--- config.mk ---
export PLATFORM = sky130hd
export DESIGN_NAME = joystick_direction_command_encoder
export DESIGN_NICKNAME = d
export VERILOG_FILES = /design/src/design/jdce_pkg.sv /design/src/design/jdce_csr.sv /design/src/design/jdce_ctrl.sv /design/src/design/jdce_dp.sv /design/src/design/joystick_direction_command_encoder.sv
export SDC_FILE = /design/constraint.sdc
export NUM_CORES = 1
export LEC_CHECK = 0
export BUFFER_PORTS_ARGS = -buffer_cell sky130_fd_sc_hd__buf_2
export CORE_MARGIN = 2
export CORE_UTILIZATION = 35
export CTS_BUF_LIST = sky130_fd_sc_hd__clkbuf_8
export DETAILED_ROUTE_END_ITERATION = 16
export SYNTH_ARGS = -nofsm -noshare
export SYNTH_HDL_FRONTEND = slang
export SYNTH_SLANG_ARGS = --single-unit
--- constraint.sdc ---
create_clock -name clock -period 8.5 [get_ports clock]
set_input_delay 1.275 -clock clock [delete_from_list [all_inputs] [get_ports clock]]
set_output_delay 1.275 -clock clock [all_outputs]
set_load 0.01 [all_outputs]
--- src/design/jdce_pkg.sv ---
// Shared types, constants and codes of the joystick direction command encoder.
package jdce_pkg;

   localparam int SAMPLE_BITS = 12;
   localparam int CFG_W       = 12;
   localparam int CMP_W       = (SAMPLE_BITS > CFG_W) ? SAMPLE_BITS : CFG_W;
   localparam int SCALE       = 100;
   localparam int SCALE_W     = 7;
   localparam int Q_W         = 7;
   localparam int NUM_W       = CFG_W + SCALE_W;
   localparam int CNT_W       = 3;
   localparam int NORM_W      = 8;
   localparam int DIFF_W      = 9;
   localparam int SQ_W        = 15;
   localparam int ADDR_W      = 5;
   localparam int DATA_W      = 32;
   localparam int IDX_W       = ADDR_W - 2;

   // register indexes
   localparam logic [IDX_W-1:0] REG_CENTER_X    = 3'd0;
   localparam logic [IDX_W-1:0] REG_FULL_X      = 3'd1;
   localparam logic [IDX_W-1:0] REG_CENTER_Y    = 3'd2;
   localparam logic [IDX_W-1:0] REG_FULL_Y      = 3'd3;
   localparam logic [IDX_W-1:0] REG_DEAD_ZONE   = 3'd4;
   localparam logic [IDX_W-1:0] REG_CHANGE_STEP = 3'd5;
   localparam logic [IDX_W-1:0] REG_FAST_LEVEL  = 3'd6;

   // register reset values
   localparam logic [CFG_W-1:0] RST_CENTER_X    = 12'd1800;
   localparam logic [CFG_W-1:0] RST_FULL_X      = 12'd4000;
   localparam logic [CFG_W-1:0] RST_CENTER_Y    = 12'd1900;
   localparam logic [CFG_W-1:0] RST_FULL_Y      = 12'd4050;
   localparam logic [6:0]       RST_DEAD_ZONE   = 7'd30;
   localparam logic [7:0]       RST_CHANGE_STEP = 8'd30;
   localparam logic [6:0]       RST_FAST_LEVEL  = 7'd70;

   // message kinds
   localparam logic [1:0] MSG_STOP = 2'd0;
   localparam logic [1:0] MSG_MOVE = 2'd1;
   localparam logic [1:0] MSG_KEY  = 2'd2;

   // directions
   localparam logic [3:0] DIR_STOP = 4'd0;
   localparam logic [3:0] DIR_F    = 4'd1;
   localparam logic [3:0] DIR_B    = 4'd2;
   localparam logic [3:0] DIR_L    = 4'd3;
   localparam logic [3:0] DIR_R    = 4'd4;
   localparam logic [3:0] DIR_FR   = 4'd5;
   localparam logic [3:0] DIR_FL   = 4'd6;
   localparam logic [3:0] DIR_BR   = 4'd7;
   localparam logic [3:0] DIR_BL   = 4'd8;
   localparam logic [3:0] DIR_NONE = 4'd15;

   // speeds
   localparam logic [1:0] SPD_STOP = 2'd0;
   localparam logic [1:0] SPD_SLOW = 2'd1;
   localparam logic [1:0] SPD_FAST = 2'd2;
   localparam logic [1:0] SPD_NONE = 2'd3;

   // button codes
   localparam logic [3:0] BTN_FIRST = 4'd1;
   localparam logic [3:0] BTN_LAST  = 4'd11;

   typedef struct packed {
      logic [SAMPLE_BITS-1:0] adc_x;
      logic [SAMPLE_BITS-1:0] adc_y;
      logic [3:0]             button;
   } req_type;

   typedef struct packed {
      logic [1:0] msg_kind;
      logic [3:0] direction;
      logic [1:0] speed;
      logic [3:0] key_code;
      logic       last_of_run;
   } rsp_type;

   typedef struct packed {
      logic [CFG_W-1:0] center_x;
      logic [CFG_W-1:0] full_x;
      logic [CFG_W-1:0] center_y;
      logic [CFG_W-1:0] full_y;
      logic [6:0]       dead_zone;
      logic [7:0]       change_step;
      logic [6:0]       fast_level;
   } cfg_type;

   typedef struct packed {
      logic load_item;
      logic setup;
      logic axis_y;
      logic div_step;
      logic store;
      logic eval;
      logic load_joy;
      logic load_key;
   } cmd_type;

   typedef struct packed {
      logic skip_div;
      logic div_last;
      logic has_joy;
      logic has_key;
      logic out_free;
   } sts_type;

endpackage

--- src/design/jdce_csr.sv ---
// Configuration register file with APB-style access.
module jdce_csr (
   input  logic                         clock,
   input  logic                         reset,
   input  logic                         csr_psel,
   input  logic                         csr_penable,
   input  logic                         csr_pwrite,
   input  logic [jdce_pkg::ADDR_W-1:0]  csr_paddr,
   input  logic [jdce_pkg::DATA_W-1:0]  csr_pwdata,
   output logic [jdce_pkg::DATA_W-1:0]  csr_prdata,
   output logic                         csr_pready,
   output jdce_pkg::cfg_type            cfg
);

   jdce_pkg::cfg_type              cfg_ff, cfg_in;
   logic [jdce_pkg::IDX_W-1:0]     idx;
   logic                           wr;

   assign idx        = csr_paddr[jdce_pkg::ADDR_W-1:2];
   assign wr         = csr_psel & csr_penable & csr_pwrite;
   assign csr_pready = 1'b1;
   assign cfg        = cfg_ff;

   always_comb begin
      cfg_in = cfg_ff;
      if (wr) begin
         case (idx)
            jdce_pkg::REG_CENTER_X:    cfg_in.center_x    = csr_pwdata[jdce_pkg::CFG_W-1:0];
            jdce_pkg::REG_FULL_X:      cfg_in.full_x      = csr_pwdata[jdce_pkg::CFG_W-1:0];
            jdce_pkg::REG_CENTER_Y:    cfg_in.center_y    = csr_pwdata[jdce_pkg::CFG_W-1:0];
            jdce_pkg::REG_FULL_Y:      cfg_in.full_y      = csr_pwdata[jdce_pkg::CFG_W-1:0];
            jdce_pkg::REG_DEAD_ZONE:   cfg_in.dead_zone   = csr_pwdata[6:0];
            jdce_pkg::REG_CHANGE_STEP: cfg_in.change_step = csr_pwdata[7:0];
            jdce_pkg::REG_FAST_LEVEL:  cfg_in.fast_level  = csr_pwdata[6:0];
            default: ;
         endcase
      end
   end

   always_comb begin
      case (idx)
         jdce_pkg::REG_CENTER_X:    csr_prdata = jdce_pkg::DATA_W'(cfg_ff.center_x);
         jdce_pkg::REG_FULL_X:      csr_prdata = jdce_pkg::DATA_W'(cfg_ff.full_x);
         jdce_pkg::REG_CENTER_Y:    csr_prdata = jdce_pkg::DATA_W'(cfg_ff.center_y);
         jdce_pkg::REG_FULL_Y:      csr_prdata = jdce_pkg::DATA_W'(cfg_ff.full_y);
         jdce_pkg::REG_DEAD_ZONE:   csr_prdata = jdce_pkg::DATA_W'(cfg_ff.dead_zone);
         jdce_pkg::REG_CHANGE_STEP: csr_prdata = jdce_pkg::DATA_W'(cfg_ff.change_step);
         jdce_pkg::REG_FAST_LEVEL:  csr_prdata = jdce_pkg::DATA_W'(cfg_ff.fast_level);
         default:                   csr_prdata = '0;
      endcase
   end

   always_ff @(posedge clock) begin
      if (reset) begin
         cfg_ff.center_x    <= jdce_pkg::RST_CENTER_X;
         cfg_ff.full_x      <= jdce_pkg::RST_FULL_X;
         cfg_ff.center_y    <= jdce_pkg::RST_CENTER_Y;
         cfg_ff.full_y      <= jdce_pkg::RST_FULL_Y;
         cfg_ff.dead_zone   <= jdce_pkg::RST_DEAD_ZONE;
         cfg_ff.change_step <= jdce_pkg::RST_CHANGE_STEP;
         cfg_ff.fast_level  <= jdce_pkg::RST_FAST_LEVEL;
      end else begin
         cfg_ff <= cfg_in;
      end
   end

endmodule

--- src/design/jdce_ctrl.sv ---
// Sequencing state machine: per-axis setup, divide and store, then evaluate and emit.
module jdce_ctrl (
   input  logic              clock,
   input  logic              reset,
   input  logic              req_valid,
   output logic              req_ready,
   input  jdce_pkg::sts_type sts,
   output jdce_pkg::cmd_type cmd
);

   typedef enum logic [6:0] {
      ST_IDLE     = 7'b0000001,
      ST_SETUP    = 7'b0000010,
      ST_DIV      = 7'b0000100,
      ST_STORE    = 7'b0001000,
      ST_EVAL     = 7'b0010000,
      ST_EMIT_JOY = 7'b0100000,
      ST_EMIT_KEY = 7'b1000000
   } state_type;

   state_type state_ff, state_in;
   logic      axis_ff, axis_in;

   assign req_ready = (state_ff == ST_IDLE);

   always_comb begin
      state_in      = state_ff;
      axis_in       = axis_ff;
      cmd           = '0;
      cmd.axis_y    = axis_ff;
      cmd.load_item = req_valid & req_ready;
      case (state_ff)
         ST_IDLE: begin
            if (req_valid) begin
               axis_in  = 1'b0;
               state_in = ST_SETUP;
            end
         end
         ST_SETUP: begin
            cmd.setup = 1'b1;
            state_in  = ST_DIV;
         end
         ST_DIV: begin
            if (sts.skip_div) begin
               state_in = ST_STORE;
            end else begin
               cmd.div_step = 1'b1;
               if (sts.div_last) state_in = ST_STORE;
            end
         end
         ST_STORE: begin
            cmd.store = 1'b1;
            if (axis_ff) begin
               state_in = ST_EVAL;
            end else begin
               axis_in  = 1'b1;
               state_in = ST_SETUP;
            end
         end
         ST_EVAL: begin
            cmd.eval = 1'b1;
            state_in = ST_EMIT_JOY;
         end
         ST_EMIT_JOY: begin
            if (!sts.has_joy) begin
               state_in = sts.has_key ? ST_EMIT_KEY : ST_IDLE;
            end else if (sts.out_free) begin
               cmd.load_joy = 1'b1;
               state_in     = sts.has_key ? ST_EMIT_KEY : ST_IDLE;
            end
         end
         ST_EMIT_KEY: begin
            if (sts.out_free) begin
               cmd.load_key = 1'b1;
               state_in     = ST_IDLE;
            end
         end
         default: state_in = ST_IDLE;
      endcase
   end

   always_ff @(posedge clock) begin
      if (reset) begin
         state_ff <= ST_IDLE;
         axis_ff  <= 1'b0;
      end else begin
         state_ff <= state_in;
         axis_ff  <= axis_in;
      end
   end

endmodule

--- src/design/jdce_dp.sv ---
// Datapath: sample capture, shared restoring divider, decision logic, last-sent state, output.
module jdce_dp (
   input  logic              clock,
   input  logic              reset,
   input  jdce_pkg::req_type req_data,
   input  jdce_pkg::cfg_type cfg,
   input  jdce_pkg::cmd_type cmd,
   output jdce_pkg::sts_type sts,
   output logic              rsp_valid,
   input  logic              rsp_ready,
   output jdce_pkg::rsp_type rsp_data
);

   localparam int CFG_W  = jdce_pkg::CFG_W;
   localparam int CMP_W  = jdce_pkg::CMP_W;
   localparam int NUM_W  = jdce_pkg::NUM_W;
   localparam int Q_W    = jdce_pkg::Q_W;
   localparam int CNT_W  = jdce_pkg::CNT_W;
   localparam int NORM_W = jdce_pkg::NORM_W;
   localparam int DIFF_W = jdce_pkg::DIFF_W;
   localparam int SQ_W   = jdce_pkg::SQ_W;

   jdce_pkg::req_type         item_ff, item_in;
   logic [CNT_W-1:0]          cnt_ff, cnt_in;
   logic [NUM_W-1:0]          rem_ff, rem_in;
   logic [CFG_W-1:0]          dvs_ff, dvs_in;
   logic [Q_W-1:0]            quo_ff, quo_in;
   logic                      lower_ff, lower_in;
   logic                      skip_ff, skip_in;
   logic signed [NORM_W-1:0]  nx_ff, nx_in, ny_ff, ny_in;
   logic [3:0]                sent_dir_ff, sent_dir_in;
   logic [1:0]                sent_spd_ff, sent_spd_in;
   logic signed [NORM_W-1:0]  sent_x_ff, sent_x_in, sent_y_ff, sent_y_in;
   logic [3:0]                joy_dir_ff, joy_dir_in;
   logic [1:0]                joy_spd_ff, joy_spd_in;
   logic [3:0]                key_ff, key_in;
   logic                      has_joy_ff, has_joy_in, has_key_ff, has_key_in;
   logic                      rsp_valid_ff, rsp_valid_in;
   jdce_pkg::rsp_type         rsp_ff, rsp_in;

   // setup operands
   logic [CFG_W-1:0]  ctr, full, raw_lo, raw_hi;
   logic [CMP_W-1:0]  raw_c, ctr_c, full_c;
   logic [NUM_W-1:0]  num_lo, num_hi, trial;
   logic [NORM_W-1:0] norm_val;

   // evaluation
   logic [NORM_W-1:0]        ax, ay, mag;
   logic [SQ_W-1:0]          sq, fast_lim;
   logic signed [DIFF_W-1:0] th, nxw, nyw, dx, dy;
   logic [DIFF_W-1:0]        adx, ady;
   logic                     x_pos, x_neg, y_pos, y_neg, fast, changed, moved, btn_ok;
   logic [3:0]               dir;
   logic [1:0]               spd;

   always_comb begin
      ctr    = cmd.axis_y ? cfg.center_y : cfg.center_x;
      full   = cmd.axis_y ? cfg.full_y : cfg.full_x;
      raw_c  = CMP_W'(cmd.axis_y ? item_ff.adc_y : item_ff.adc_x);
      ctr_c  = CMP_W'(ctr);
      full_c = CMP_W'(full);
      // below center the sample is under a 12-bit value, so it fits
      raw_lo = raw_c[CFG_W-1:0];
      raw_hi = (raw_c > full_c) ? full : raw_c[CFG_W-1:0];
      num_lo = NUM_W'(raw_lo) * NUM_W'(jdce_pkg::SCALE);
      num_hi = NUM_W'(raw_hi - ctr) * NUM_W'(jdce_pkg::SCALE);
      trial  = NUM_W'(dvs_ff) << cnt_ff;
      norm_val = lower_ff ? (NORM_W'(quo_ff) - NORM_W'(jdce_pkg::SCALE)) : NORM_W'(quo_ff);
   end

   always_comb begin
      ax  = nx_ff[NORM_W-1] ? NORM_W'(-nx_ff) : NORM_W'(nx_ff);
      ay  = ny_ff[NORM_W-1] ? NORM_W'(-ny_ff) : NORM_W'(ny_ff);
      mag = (ax > ay) ? ax : ay;
      sq  = SQ_W'(mag) * SQ_W'(mag);
      // floor(sq/100) > level  <=>  sq >= (level+1)*100
      fast_lim = (SQ_W'(cfg.fast_level) + SQ_W'(1)) * SQ_W'(jdce_pkg::SCALE);
      fast     = (sq >= fast_lim);

      th    = $signed(DIFF_W'(cfg.dead_zone));
      nxw   = DIFF_W'(nx_ff);
      nyw   = DIFF_W'(ny_ff);
      x_pos = (nxw >= th);
      x_neg = (nxw <= -th);
      y_pos = (nyw >= th);
      y_neg = (nyw <= -th);

      spd = fast ? jdce_pkg::SPD_FAST : jdce_pkg::SPD_SLOW;
      if ((ax < NORM_W'(cfg.dead_zone)) && (ay < NORM_W'(cfg.dead_zone))) begin
         dir = jdce_pkg::DIR_STOP;
         spd = jdce_pkg::SPD_STOP;
      end else if (y_pos && x_pos) dir = jdce_pkg::DIR_FR;
      else if (y_neg && x_pos)     dir = jdce_pkg::DIR_BR;
      else if (y_pos && x_neg)     dir = jdce_pkg::DIR_FL;
      else if (y_neg && x_neg)     dir = jdce_pkg::DIR_BL;
      else if (y_pos)              dir = jdce_pkg::DIR_F;
      else if (y_neg)              dir = jdce_pkg::DIR_B;
      else if (x_pos)              dir = jdce_pkg::DIR_R;
      else                         dir = jdce_pkg::DIR_L;

      dx  = nxw - DIFF_W'(sent_x_ff);
      dy  = nyw - DIFF_W'(sent_y_ff);
      adx = dx[DIFF_W-1] ? DIFF_W'(-dx) : DIFF_W'(dx);
      ady = dy[DIFF_W-1] ? DIFF_W'(-dy) : DIFF_W'(dy);
      moved   = (adx >= DIFF_W'(cfg.change_step)) || (ady >= DIFF_W'(cfg.change_step));
      changed = (dir != sent_dir_ff) || (spd != sent_spd_ff);
      btn_ok  = (item_ff.button >= jdce_pkg::BTN_FIRST) &&
                (item_ff.button <= jdce_pkg::BTN_LAST);
   end

   always_comb begin
      item_in     = item_ff;
      cnt_in      = cnt_ff;
      rem_in      = rem_ff;
      dvs_in      = dvs_ff;
      quo_in      = quo_ff;
      lower_in    = lower_ff;
      skip_in     = skip_ff;
      nx_in       = nx_ff;
      ny_in       = ny_ff;
      sent_dir_in = sent_dir_ff;
      sent_spd_in = sent_spd_ff;
      sent_x_in   = sent_x_ff;
      sent_y_in   = sent_y_ff;
      joy_dir_in  = joy_dir_ff;
      joy_spd_in  = joy_spd_ff;
      key_in      = key_ff;
      has_joy_in  = has_joy_ff;
      has_key_in  = has_key_ff;
      rsp_in      = rsp_ff;
      rsp_valid_in = rsp_valid_ff & ~rsp_ready;

      if (cmd.load_item) item_in = req_data;

      if (cmd.setup) begin
         cnt_in   = CNT_W'(Q_W - 1);
         quo_in   = '0;
         lower_in = 1'b0;
         skip_in  = 1'b0;
         if (raw_c < ctr_c) begin
            lower_in = 1'b1;
            rem_in   = num_lo;
            dvs_in   = ctr;
         end else if (full == ctr) begin
            skip_in = 1'b1;
         end else if (full < ctr) begin
            // sample clamps to full: ratio is exactly one
            skip_in = 1'b1;
            quo_in  = Q_W'(jdce_pkg::SCALE);
         end else begin
            rem_in = num_hi;
            dvs_in = full - ctr;
         end
      end

      if (cmd.div_step) begin
         if (rem_ff >= trial) begin
            rem_in         = rem_ff - trial;
            quo_in[cnt_ff] = 1'b1;
         end
         cnt_in = cnt_ff - CNT_W'(1);
      end

      if (cmd.store) begin
         if (cmd.axis_y) ny_in = $signed(norm_val);
         else            nx_in = $signed(norm_val);
      end

      if (cmd.eval) begin
         has_joy_in = changed | moved;
         has_key_in = btn_ok;
         joy_dir_in = dir;
         joy_spd_in = spd;
         key_in     = item_ff.button - 4'd1;
         if (btn_ok) begin
            sent_dir_in = jdce_pkg::DIR_STOP;
            sent_spd_in = jdce_pkg::SPD_STOP;
            sent_x_in   = '0;
            sent_y_in   = '0;
         end else if (changed | moved) begin
            sent_dir_in = dir;
            sent_spd_in = spd;
            sent_x_in   = nx_ff;
            sent_y_in   = ny_ff;
         end
      end

      if (cmd.load_joy) begin
         rsp_in.msg_kind    = ((joy_dir_ff == jdce_pkg::DIR_STOP) &&
                               (joy_spd_ff == jdce_pkg::SPD_STOP)) ?
                              jdce_pkg::MSG_STOP : jdce_pkg::MSG_MOVE;
         rsp_in.direction   = joy_dir_ff;
         rsp_in.speed       = joy_spd_ff;
         rsp_in.key_code    = '0;
         rsp_in.last_of_run = ~has_key_ff;
         rsp_valid_in       = 1'b1;
      end else if (cmd.load_key) begin
         rsp_in.msg_kind    = jdce_pkg::MSG_KEY;
         rsp_in.direction   = jdce_pkg::DIR_STOP;
         rsp_in.speed       = jdce_pkg::SPD_STOP;
         rsp_in.key_code    = key_ff;
         rsp_in.last_of_run = 1'b1;
         rsp_valid_in       = 1'b1;
      end
   end

   always_ff @(posedge clock) begin
      if (reset) begin
         sent_dir_ff  <= jdce_pkg::DIR_NONE;
         sent_spd_ff  <= jdce_pkg::SPD_NONE;
         sent_x_ff    <= '0;
         sent_y_ff    <= '0;
         has_joy_ff   <= 1'b0;
         has_key_ff   <= 1'b0;
         rsp_valid_ff <= 1'b0;
      end else begin
         sent_dir_ff  <= sent_dir_in;
         sent_spd_ff  <= sent_spd_in;
         sent_x_ff    <= sent_x_in;
         sent_y_ff    <= sent_y_in;
         has_joy_ff   <= has_joy_in;
         has_key_ff   <= has_key_in;
         rsp_valid_ff <= rsp_valid_in;
      end
   end

   always_ff @(posedge clock) begin
      item_ff    <= item_in;
      cnt_ff     <= cnt_in;
      rem_ff     <= rem_in;
      dvs_ff     <= dvs_in;
      quo_ff     <= quo_in;
      lower_ff   <= lower_in;
      skip_ff    <= skip_in;
      nx_ff      <= nx_in;
      ny_ff      <= ny_in;
      joy_dir_ff <= joy_dir_in;
      joy_spd_ff <= joy_spd_in;
      key_ff     <= key_in;
      rsp_ff     <= rsp_in;
   end

   assign sts.skip_div = skip_ff;
   assign sts.div_last = (cnt_ff == '0);
   assign sts.has_joy  = has_joy_ff;
   assign sts.has_key  = has_key_ff;
   assign sts.out_free = ~rsp_valid_ff | rsp_ready;

   assign rsp_valid = rsp_valid_ff;
   assign rsp_data  = rsp_ff;

   // output register is only loaded when its transaction has gone or is going
   a_load_free: assert property (@(posedge clock) disable iff (reset)
      (cmd.load_joy || cmd.load_key) |-> (!rsp_valid_ff || rsp_ready))
      else $error("output loaded while occupied");

   // a finished division leaves a remainder below the divisor
   a_rem_small: assert property (@(posedge clock) disable iff (reset)
      (cmd.store && !skip_ff) |-> (rem_ff < NUM_W'(dvs_ff)))
      else $error("divider remainder out of range");

   // normalized axes stay within full scale
   a_norm_range: assert property (@(posedge clock) disable iff (reset)
      cmd.eval |-> ((nx_ff >= -NORM_W'(jdce_pkg::SCALE)) && (nx_ff <= NORM_W'(jdce_pkg::SCALE)) &&
                    (ny_ff >= -NORM_W'(jdce_pkg::SCALE)) && (ny_ff <= NORM_W'(jdce_pkg::SCALE))))
      else $error("normalized axis out of range");

endmodule

--- src/design/joystick_direction_command_encoder.sv ---
// Top level of the joystick direction command encoder.
// Each req transaction carries one x/y sample pair and a button code. The block
// maps each axis around its configured center to -100..100, picks stop or one
// of eight directions with slow/fast speed, and sends a stop or direction
// message on rsp when the command changed or an axis moved by change_step
// since the last message, followed by a key message when a button is pressed
// (last_of_run marks the final message of an input). After an acceptance
// req_ready stays low until the input has been fully handled, including any
// stall on rsp. The two axes share one restoring divider that resolves one
// quotient bit per cycle; the division is skipped when the sample is at or
// above center and full is at or below center. Each axis also passes a setup
// state and a store state. Then come a decision state, a stop/direction
// message state (entered even when nothing is sent) and a key message state
// when a key message follows; both message states wait while rsp is occupied.
// The last message is held in an output register, so the next input can be
// taken while it waits. Configuration registers sit at byte address 4*i; the
// user must write them only while the block is idle; the block does not enforce it.
module joystick_direction_command_encoder (
   input  logic                         clock,
   input  logic                         reset,
   // input transactions
   input  logic                         req_valid,
   output logic                         req_ready,
   input  jdce_pkg::req_type            req_data,
   // result transactions
   output logic                         rsp_valid,
   input  logic                         rsp_ready,
   output jdce_pkg::rsp_type            rsp_data,
   // configuration
   input  logic                         csr_psel,
   input  logic                         csr_penable,
   input  logic                         csr_pwrite,
   input  logic [jdce_pkg::ADDR_W-1:0]  csr_paddr,
   input  logic [jdce_pkg::DATA_W-1:0]  csr_pwdata,
   output logic [jdce_pkg::DATA_W-1:0]  csr_prdata,
   output logic                         csr_pready
);

   jdce_pkg::cfg_type cfg;
   jdce_pkg::cmd_type cmd;
   jdce_pkg::sts_type sts;

   // register file
   jdce_csr u_csr (
      .clock       (clock),
      .reset       (reset),
      .csr_psel    (csr_psel),
      .csr_penable (csr_penable),
      .csr_pwrite  (csr_pwrite),
      .csr_paddr   (csr_paddr),
      .csr_pwdata  (csr_pwdata),
      .csr_prdata  (csr_prdata),
      .csr_pready  (csr_pready),
      .cfg         (cfg)
   );

   // sequencer: accepts a transaction only when idle
   jdce_ctrl u_ctrl (
      .clock     (clock),
      .reset     (reset),
      .req_valid (req_valid),
      .req_ready (req_ready),
      .sts       (sts),
      .cmd       (cmd)
   );

   // divider, decision logic, last-sent state and output register
   jdce_dp u_dp (
      .clock     (clock),
      .reset     (reset),
      .req_data  (req_data),
      .cfg       (cfg),
      .cmd       (cmd),
      .sts       (sts),
      .rsp_valid (rsp_valid),
      .rsp_ready (rsp_ready),
      .rsp_data  (rsp_data)
   );

endmodule
; Word level (Yosys, flattened, before mapping)
; Index checks and enable logic that the tools add are counted.
[totals]
reg_bits = 213
inputBits = 72
output_inout_bits = 48
elab_cells = 212
[op_classes]
addsub = 14
n_mul = 4
n_lt_le_gt_ge = 18
eq_ne = 22
shifts = 1
muxes = 76
bitwise_logic = 11
reduce_logical = 31
[ops]
columns = operator, n
row1 = 2-to-1 mux 19 bit, 6
row2 = 2-to-1 mux 7 bit, 13
row3 = 2-to-1 mux 12 bit, 7
row4 = one-hot mux 12 bit (7 select lines), 1
row5 = 2-to-1 mux 8 bit, 8
row6 = one-hot mux 7 bit (7 select lines), 1
row7 = 2-to-1 mux 4 bit, 9
row8 = 2-to-1 mux 13 bit, 2
row9 = less-than comparator 12 bit, 2
row10 = AND reduction 2 bit, 11
row11 = greater-or-equal comparator 19 bit, 1
row12 = multiplier 19 x 5 -> 17 bit (second input constant), 1
row13 = left shift 12 x 3 -> 19 bit, 1
row14 = subtractor 19 bit, 1
row15 = greater-or-equal comparator 9 x 8 -> 1 bit, 2
row16 = <= comparator 8 x 9 -> 1 bit, 2
row17 = 2-to-1 mux 9 bit, 2
row18 = negator 9 bit, 2
row19 = subtractor 8 x 8 -> 9 bit, 2
row20 = multiplier 12 x 5 -> 17 bit (second input constant), 1
row21 = 2-to-1 mux 1 bit, 17
row22 = greater-or-equal comparator 8 bit, 2
row23 = less-than comparator 8 x 7 -> 1 bit, 2
row24 = negator 8 bit, 2
row25 = other kinds (50), 79

; Logic depth before layout (Yosys ltp)
[logic_depth]
ltp_word = 14
mapped_depth = 44
depth_no_buf = 42

; Modules after synthesis
; Synthesis repeated with hierarchy kept, for this count alone.
[unflattened]
cells_unflattened = 2279
hier_area_um2 = 20405.8
[by_module_without_submodules]
columns = module, instances, cells_per_inst, area_each_um2, seq_area_each_um2
row1 = jdce_dp, 1, 1857, 16395.7, 3503.4
row2 = jdce_csr, 1, 359, 3507.1, 1401.3
row3 = jdce_ctrl, 1, 63, 503.0, 160.2

; Worst setup path before layout
; No wires, ideal clock.
[synth_timing]
path_type = reg-to-reg
startpoint = register u_dp.nx_ff[2]
endpoint = register u_dp.sent_x_ff[7]
setup_ns = 0.059
t_arrival_ns = 8.826
required_ns = 8.441
setup_slack_ns = -0.385
stages_incl_launch_ff = 39
path_buffers = 2
synth_period_minus_slack_ns = 8.885
cell_sequence = edfxtp_1 -> or3_1 -> o31ai_1 -> xor2_1 -> inv_1 -> ha_1 -> nand3_1 -> nor3_1 -> a21o_1 -> clkbuf_1 -> o21ai_1 -> or2_2 -> fa_1 -> fa_1 -> inv_1 -> ha_1 -> inv_1 -> fa_1 -> [... 3 more ...] -> o21bai_1 -> a21oi_1 -> nor2b_1 -> o21a_1 -> nor3_1 -> nor2_1 -> o41a_1 -> xnor2_1 -> ha_1 -> nand2_1 -> nor4_1 -> a31oi_2 -> nand2_1 -> or4b_4 -> a2111o_1 -> o41ai_4 -> buf_6 -> a22o_1
[synth_between]
elab_chain_cells = 14
elab_cells_between_ends = 35
cone_classes = add/sub: 3 / mul: 1 / order compare: 6 / eq/ne: 2 / mux: 13 / bitwise: 1 / reduce/logical: 9
[synth_rtl]
columns = item, line_no
row1 = "start, declared", jdce_dp.sv:30  ; logic signed [NORM_W-1:0] nx_ff, nx_in, ny_ff, ny_in;
row2 = "start signal, assigned", jdce_dp.sv:235  ; nx_ff <= nx_in;
row3 = branches (longest 11 deep; another with multiplier 8 x 8 -> 15 bit), --
row4 = OR 1 bit *, jdce_dp.sv:180  ; end else if (changed | moved) begin
row5 = nonzero test 2 bit (no line) *, --
row6 = AND reduction 2 bit (no line) *, --
row7 = "end signal, assigned", jdce_dp.sv:219  ; sent_x_ff <= sent_x_in;
row8 = "end, declared", jdce_dp.sv:33  ; logic signed [NORM_W-1:0] sent_x_ff, sent_x_in, sent_y_ff, sent_y_in;
; Mark *: on every way between the ends.
; A chain may end at the register's enable or synchronous reset.

; Final worst setup path
[layout_timing]
startpoint = register u_dp.nx_ff[0]
endpoint = register u_dp.sent_y_ff[0]
[layout_between]
elab_chain_cells = 14
elab_cells_between_ends = 35
cone_classes = add/sub: 3 / mul: 1 / order compare: 6 / eq/ne: 2 / mux: 13 / bitwise: 1 / reduce/logical: 9
[layout_rtl]
columns = item, line_no
row1 = branches (longest 11 deep; another with multiplier 8 x 8 -> 15 bit), --
row2 = OR 1 bit *, jdce_dp.sv:180
row3 = nonzero test 2 bit (no line) *, --
row4 = AND reduction 2 bit (no line) *, --
row5 = "end signal, assigned", jdce_dp.sv:220  ; sent_y_ff <= sent_y_in;
row6 = "end, declared", jdce_dp.sv:33
; Marked as above.

==> results by group <==
Run status
  • Status: finished, violations left
  • Violated checks: negative setup slack

Clocking
  • Clk_lat worst skew: 0.59 ns
  • Hold buffers post-CTS: 0
  • CTS tree: yes
  • Clock Path Buffers: 3
  • Clock transition at the registers of the reported paths: 0.06 ns
  • Clk sinks: 213
  • H-tree depth: 2
  • Root buffer cell: clkbuf_8
  • CTS Buf Count: 39

Layout
  • Post-Layout Cell Count: 3236
  • Area grow syn2layout: 19.1%
  • Ratio of cells with drive above 1 in the final layout: 0.182
  • NumNets Final: 2876

STA
  • Normalized max-slew margin: 0.316
  • Fin. max-slew vios: 0
  • Final setup fails: 23
  • Setup ws final: -0.335 ns
  • RSZ-0062 raised after global routing: true
  • Fin crit share: 1.04
  • Min Tclk post-route: 8.83 ns
  • Least-Margin Pin Slew: 1.03 ns
  • Max frequency: 113 MHz
  • Setup Skew: 0.0323 ns
  • Setup tns final: -6.28 ns
  • Final hold viol count: 0

Logic synthesis
  • Seq/Total Area, Yosys: 0.255
  • Cell count after synthesis: 2227
  • Simple-Gate Fraction of Synth Area: 0.141
  • Share of the synthesized area in the top cell type: 0.190
  • Synth area leader: ha_1
  • Post-synthesis xor/xnor area fraction: 0.0555
  • Synth warn: 0
  • Synth cell count leaders: 302 x ha_1, 259 x inv_1, 165 x nor2_1
  • Post-synthesis mux area share: 0.0710
  • Synth Area in Adders: 0.241
  • Mapped Area: 19900 um^2
  • Synth area leaders: ha_1 19%, dfxtp_1 13%, edfxtp_1 12%
  • Main combinational cell family by area after synthesis: adder cells
  • Mean Syn Cell Area: 8.93 um^2
  • EDFF count, synth: 80
  • Primary FF master, synth: dfxtp_1
  • Post-synth ARST share: 0
  • Seq cells post-synth: 213
  • Post-synthesis compound-gate area fraction: 0.165
  • Cell variety after synth: 85
  • Count leader, synth: ha_1

Floorplanning
  • I/O pin count: 120
  • Core region area: 56300 um^2
  • Full die area: 58700 um^2
  • Die H: 242 um
  • Row cnt: 87
  • Overall die width: 242 um
  • Initial core utilization: 0.353

Setup path
  • Reg-to-reg endpoint: u_dp.sent_y_ff[0]
  • Crit. End Element: flop
  • Critical Path RT: 9.02 ns
  • Crit path top cell by count: fa_1
  • Worst r2r path cells: 38
  • Critical path fanouts, max: 8
  • R2r startpoint: u_dp.nx_ff[0]
  • Worst stage delay on the critical path: 0.56 ns
  • CP max stage cell: fa_1
  • Setup CP Type: flop to flop
  • Flop2flop setup slack: -0.33 ns
  • Crit start category: flop
  • CP arrival: 9.36 ns

Global route
  • Vias in the first global route: 16800
  • Pin count of the biggest net entering global routing: 90
  • GRT Util Overall: 0.179
  • Initial antenna violation count: 1
  • First-pass GRT wire length: 86300 um
  • GRT overflow: 0

Routing
  • Total number of vias: 16600
  • Final WL: 53000 um
  • Routed len/inst: 16.4 um
  • 1st-pass router iterations: 5
  • DRT iter0 DRCs: 987
  • Routed Antenna Nets: 0
  • # DRC: 0
  • Routed vias/inst: 5.14

Power and ir drop
  • Power density over the cells: 279 nW/um^2
  • Total Power: 6.62 mW
  • Max IR drop VDD: 0.803 mV
  • Leakage: 10.5 nW

Hold path
  • Hold Crit Start: u_dp.key_ff[3]
  • Worst min path class: flop to flop
  • Hold EP: u_dp.rsp_data[4]
  • Hold Path Depth: 1

Job
  • # Max-Cap Violations: 0

Placement
  • Placed Instances: 3114
  • Detailed placer's ending HPWL: 40900 um
  • Final Wtd Congestion: 0.893
  • Place WS: -0.599 ns
  • Input/output buffers: 76
## layer usage
metal	part of all wire	wire length (um)	track usage
met5	0	0	0
met4	0.030	1570	0.0566
met3	0.038	2020	0.0220
met2	0.49	26000	0.316
met1	0.44	23500	0.225
## worst max-delay path by stage
| stage | startpoint | to | cells past startpoint |
|---|---|---|---|
| 2_1_floorplan | u_dp.nx_ff[1] | u_dp.sent_x_ff[7] | 36 |
| 3_3_place_gp | u_dp.ny_ff[1] | u_dp.sent_y_ff[3] | 38 |
| 3_5_place_dp | u_dp.ny_ff[1] | u_dp.sent_y_ff[1] | 38 |
| 4_1_cts | u_dp.nx_ff[1] | u_dp.sent_y_ff[6] | 41 |
| 5_1_grt | u_dp.ny_ff[1] | u_dp.sent_y_ff[7] | 40 |
| 6_report | u_dp.nx_ff[0] | u_dp.sent_y_ff[0] | 38 |
## stage by stage
stage	hold slack, ns	area [um^2]	util
floorplan	0.426	20200	-
global placement	0.442	22000	0.392
detailed placement	0.448	22000	0.392
CTS	0.457	23300	0.415
global route	0.470	23700	0.421
finish	0.453	23700	0.421
## logic make-up after synthesis
| logic type | count (synthesis) |
|---|---|
| AND/OR/NAND/NOR | 575 |
| adder cells (fa/ha/maj) | 353 |
| other | 2 |
| AO/OA/AOI/OAI | 485 |
| multiplexers | 120 |
| XOR/XNOR | 126 |
| buffers and inverters | 353 |
| flip-flops | 213 |
## cell usage in the layout, fill, tap and decap left out, types with 28 or more instances in the layout
cell and n:
xnor2_1 73, nor2_1 160, edfxtp_1 80, ha_1 290
xor2_1 48, dfxtp_1 132, mux2i_1 81, a21oi_1 114
fa_1 49, o21ai_0 77, buf_4 158, nor2b_1 48
clkbuf_8 44, inv_1 261, nand3_1 38, nor3_1 28
conb_1 28, buf_2 76, nand2_1 146
## flip-flops by register name (all words and copies together) (netlist names), 4 cells and up
signal and flops:
u_dp.quo_ff 7, u_csr.cfg 70, u_dp.rsp_data 13, u_ctrl.state_ff 7, u_dp.sent_x_ff 8, u_dp.dvs_ff 12, u_dp.rem_ff 19, u_dp.sent_dir_ff 4
u_dp.item_ff 28, u_dp.nx_ff 8, u_dp.sent_y_ff 8, u_dp.ny_ff 8, u_dp.key_ff 4, u_dp.joy_dir_ff 4
## worst max-delay path: cells and delay by family (launching register included)
family                     cells  cell delay (ns)
and+or+nand+nor               11             1.67
AOI/OAI and AO/OA              9             2.30
DFF                            1             0.46
muxes                          1             0.27
buffers and inverters          8             0.84
xor gates and xnor gates       2             0.43
adders and majority gates      7             2.80
## area by class of cell
class / count / area (um^2)
flip-flops and latches: 213 / 5070
well taps: 756 / 946
clock buffers: 44 / 606
fillers: 5519 / 32600
inverters: 261 / 980
repair buffers: 249 / 1790
multi-input cells: 1687 / 14100
clock inverters: 25 / 213
diodes: 1 / 2.50
## report_power, final
group,total (mW),internal [mW],switching [mW],leakage [nW]
logic,4.30,1.89,2.41,8.25
clock network,1.05,0.596,0.458,0.469
registers,1.27,1.19,0.0729,1.79
## what timing repair did
item / CTS / global route
endpoints found under the setup margin: 23 / 28
buffers inserted: 33 / 19
gates cloned: 2 / 0
pin swaps: 39 / 28
gates resized for setup: 43 / 45
Note: power is estimated with default switching activity, not from simulation.
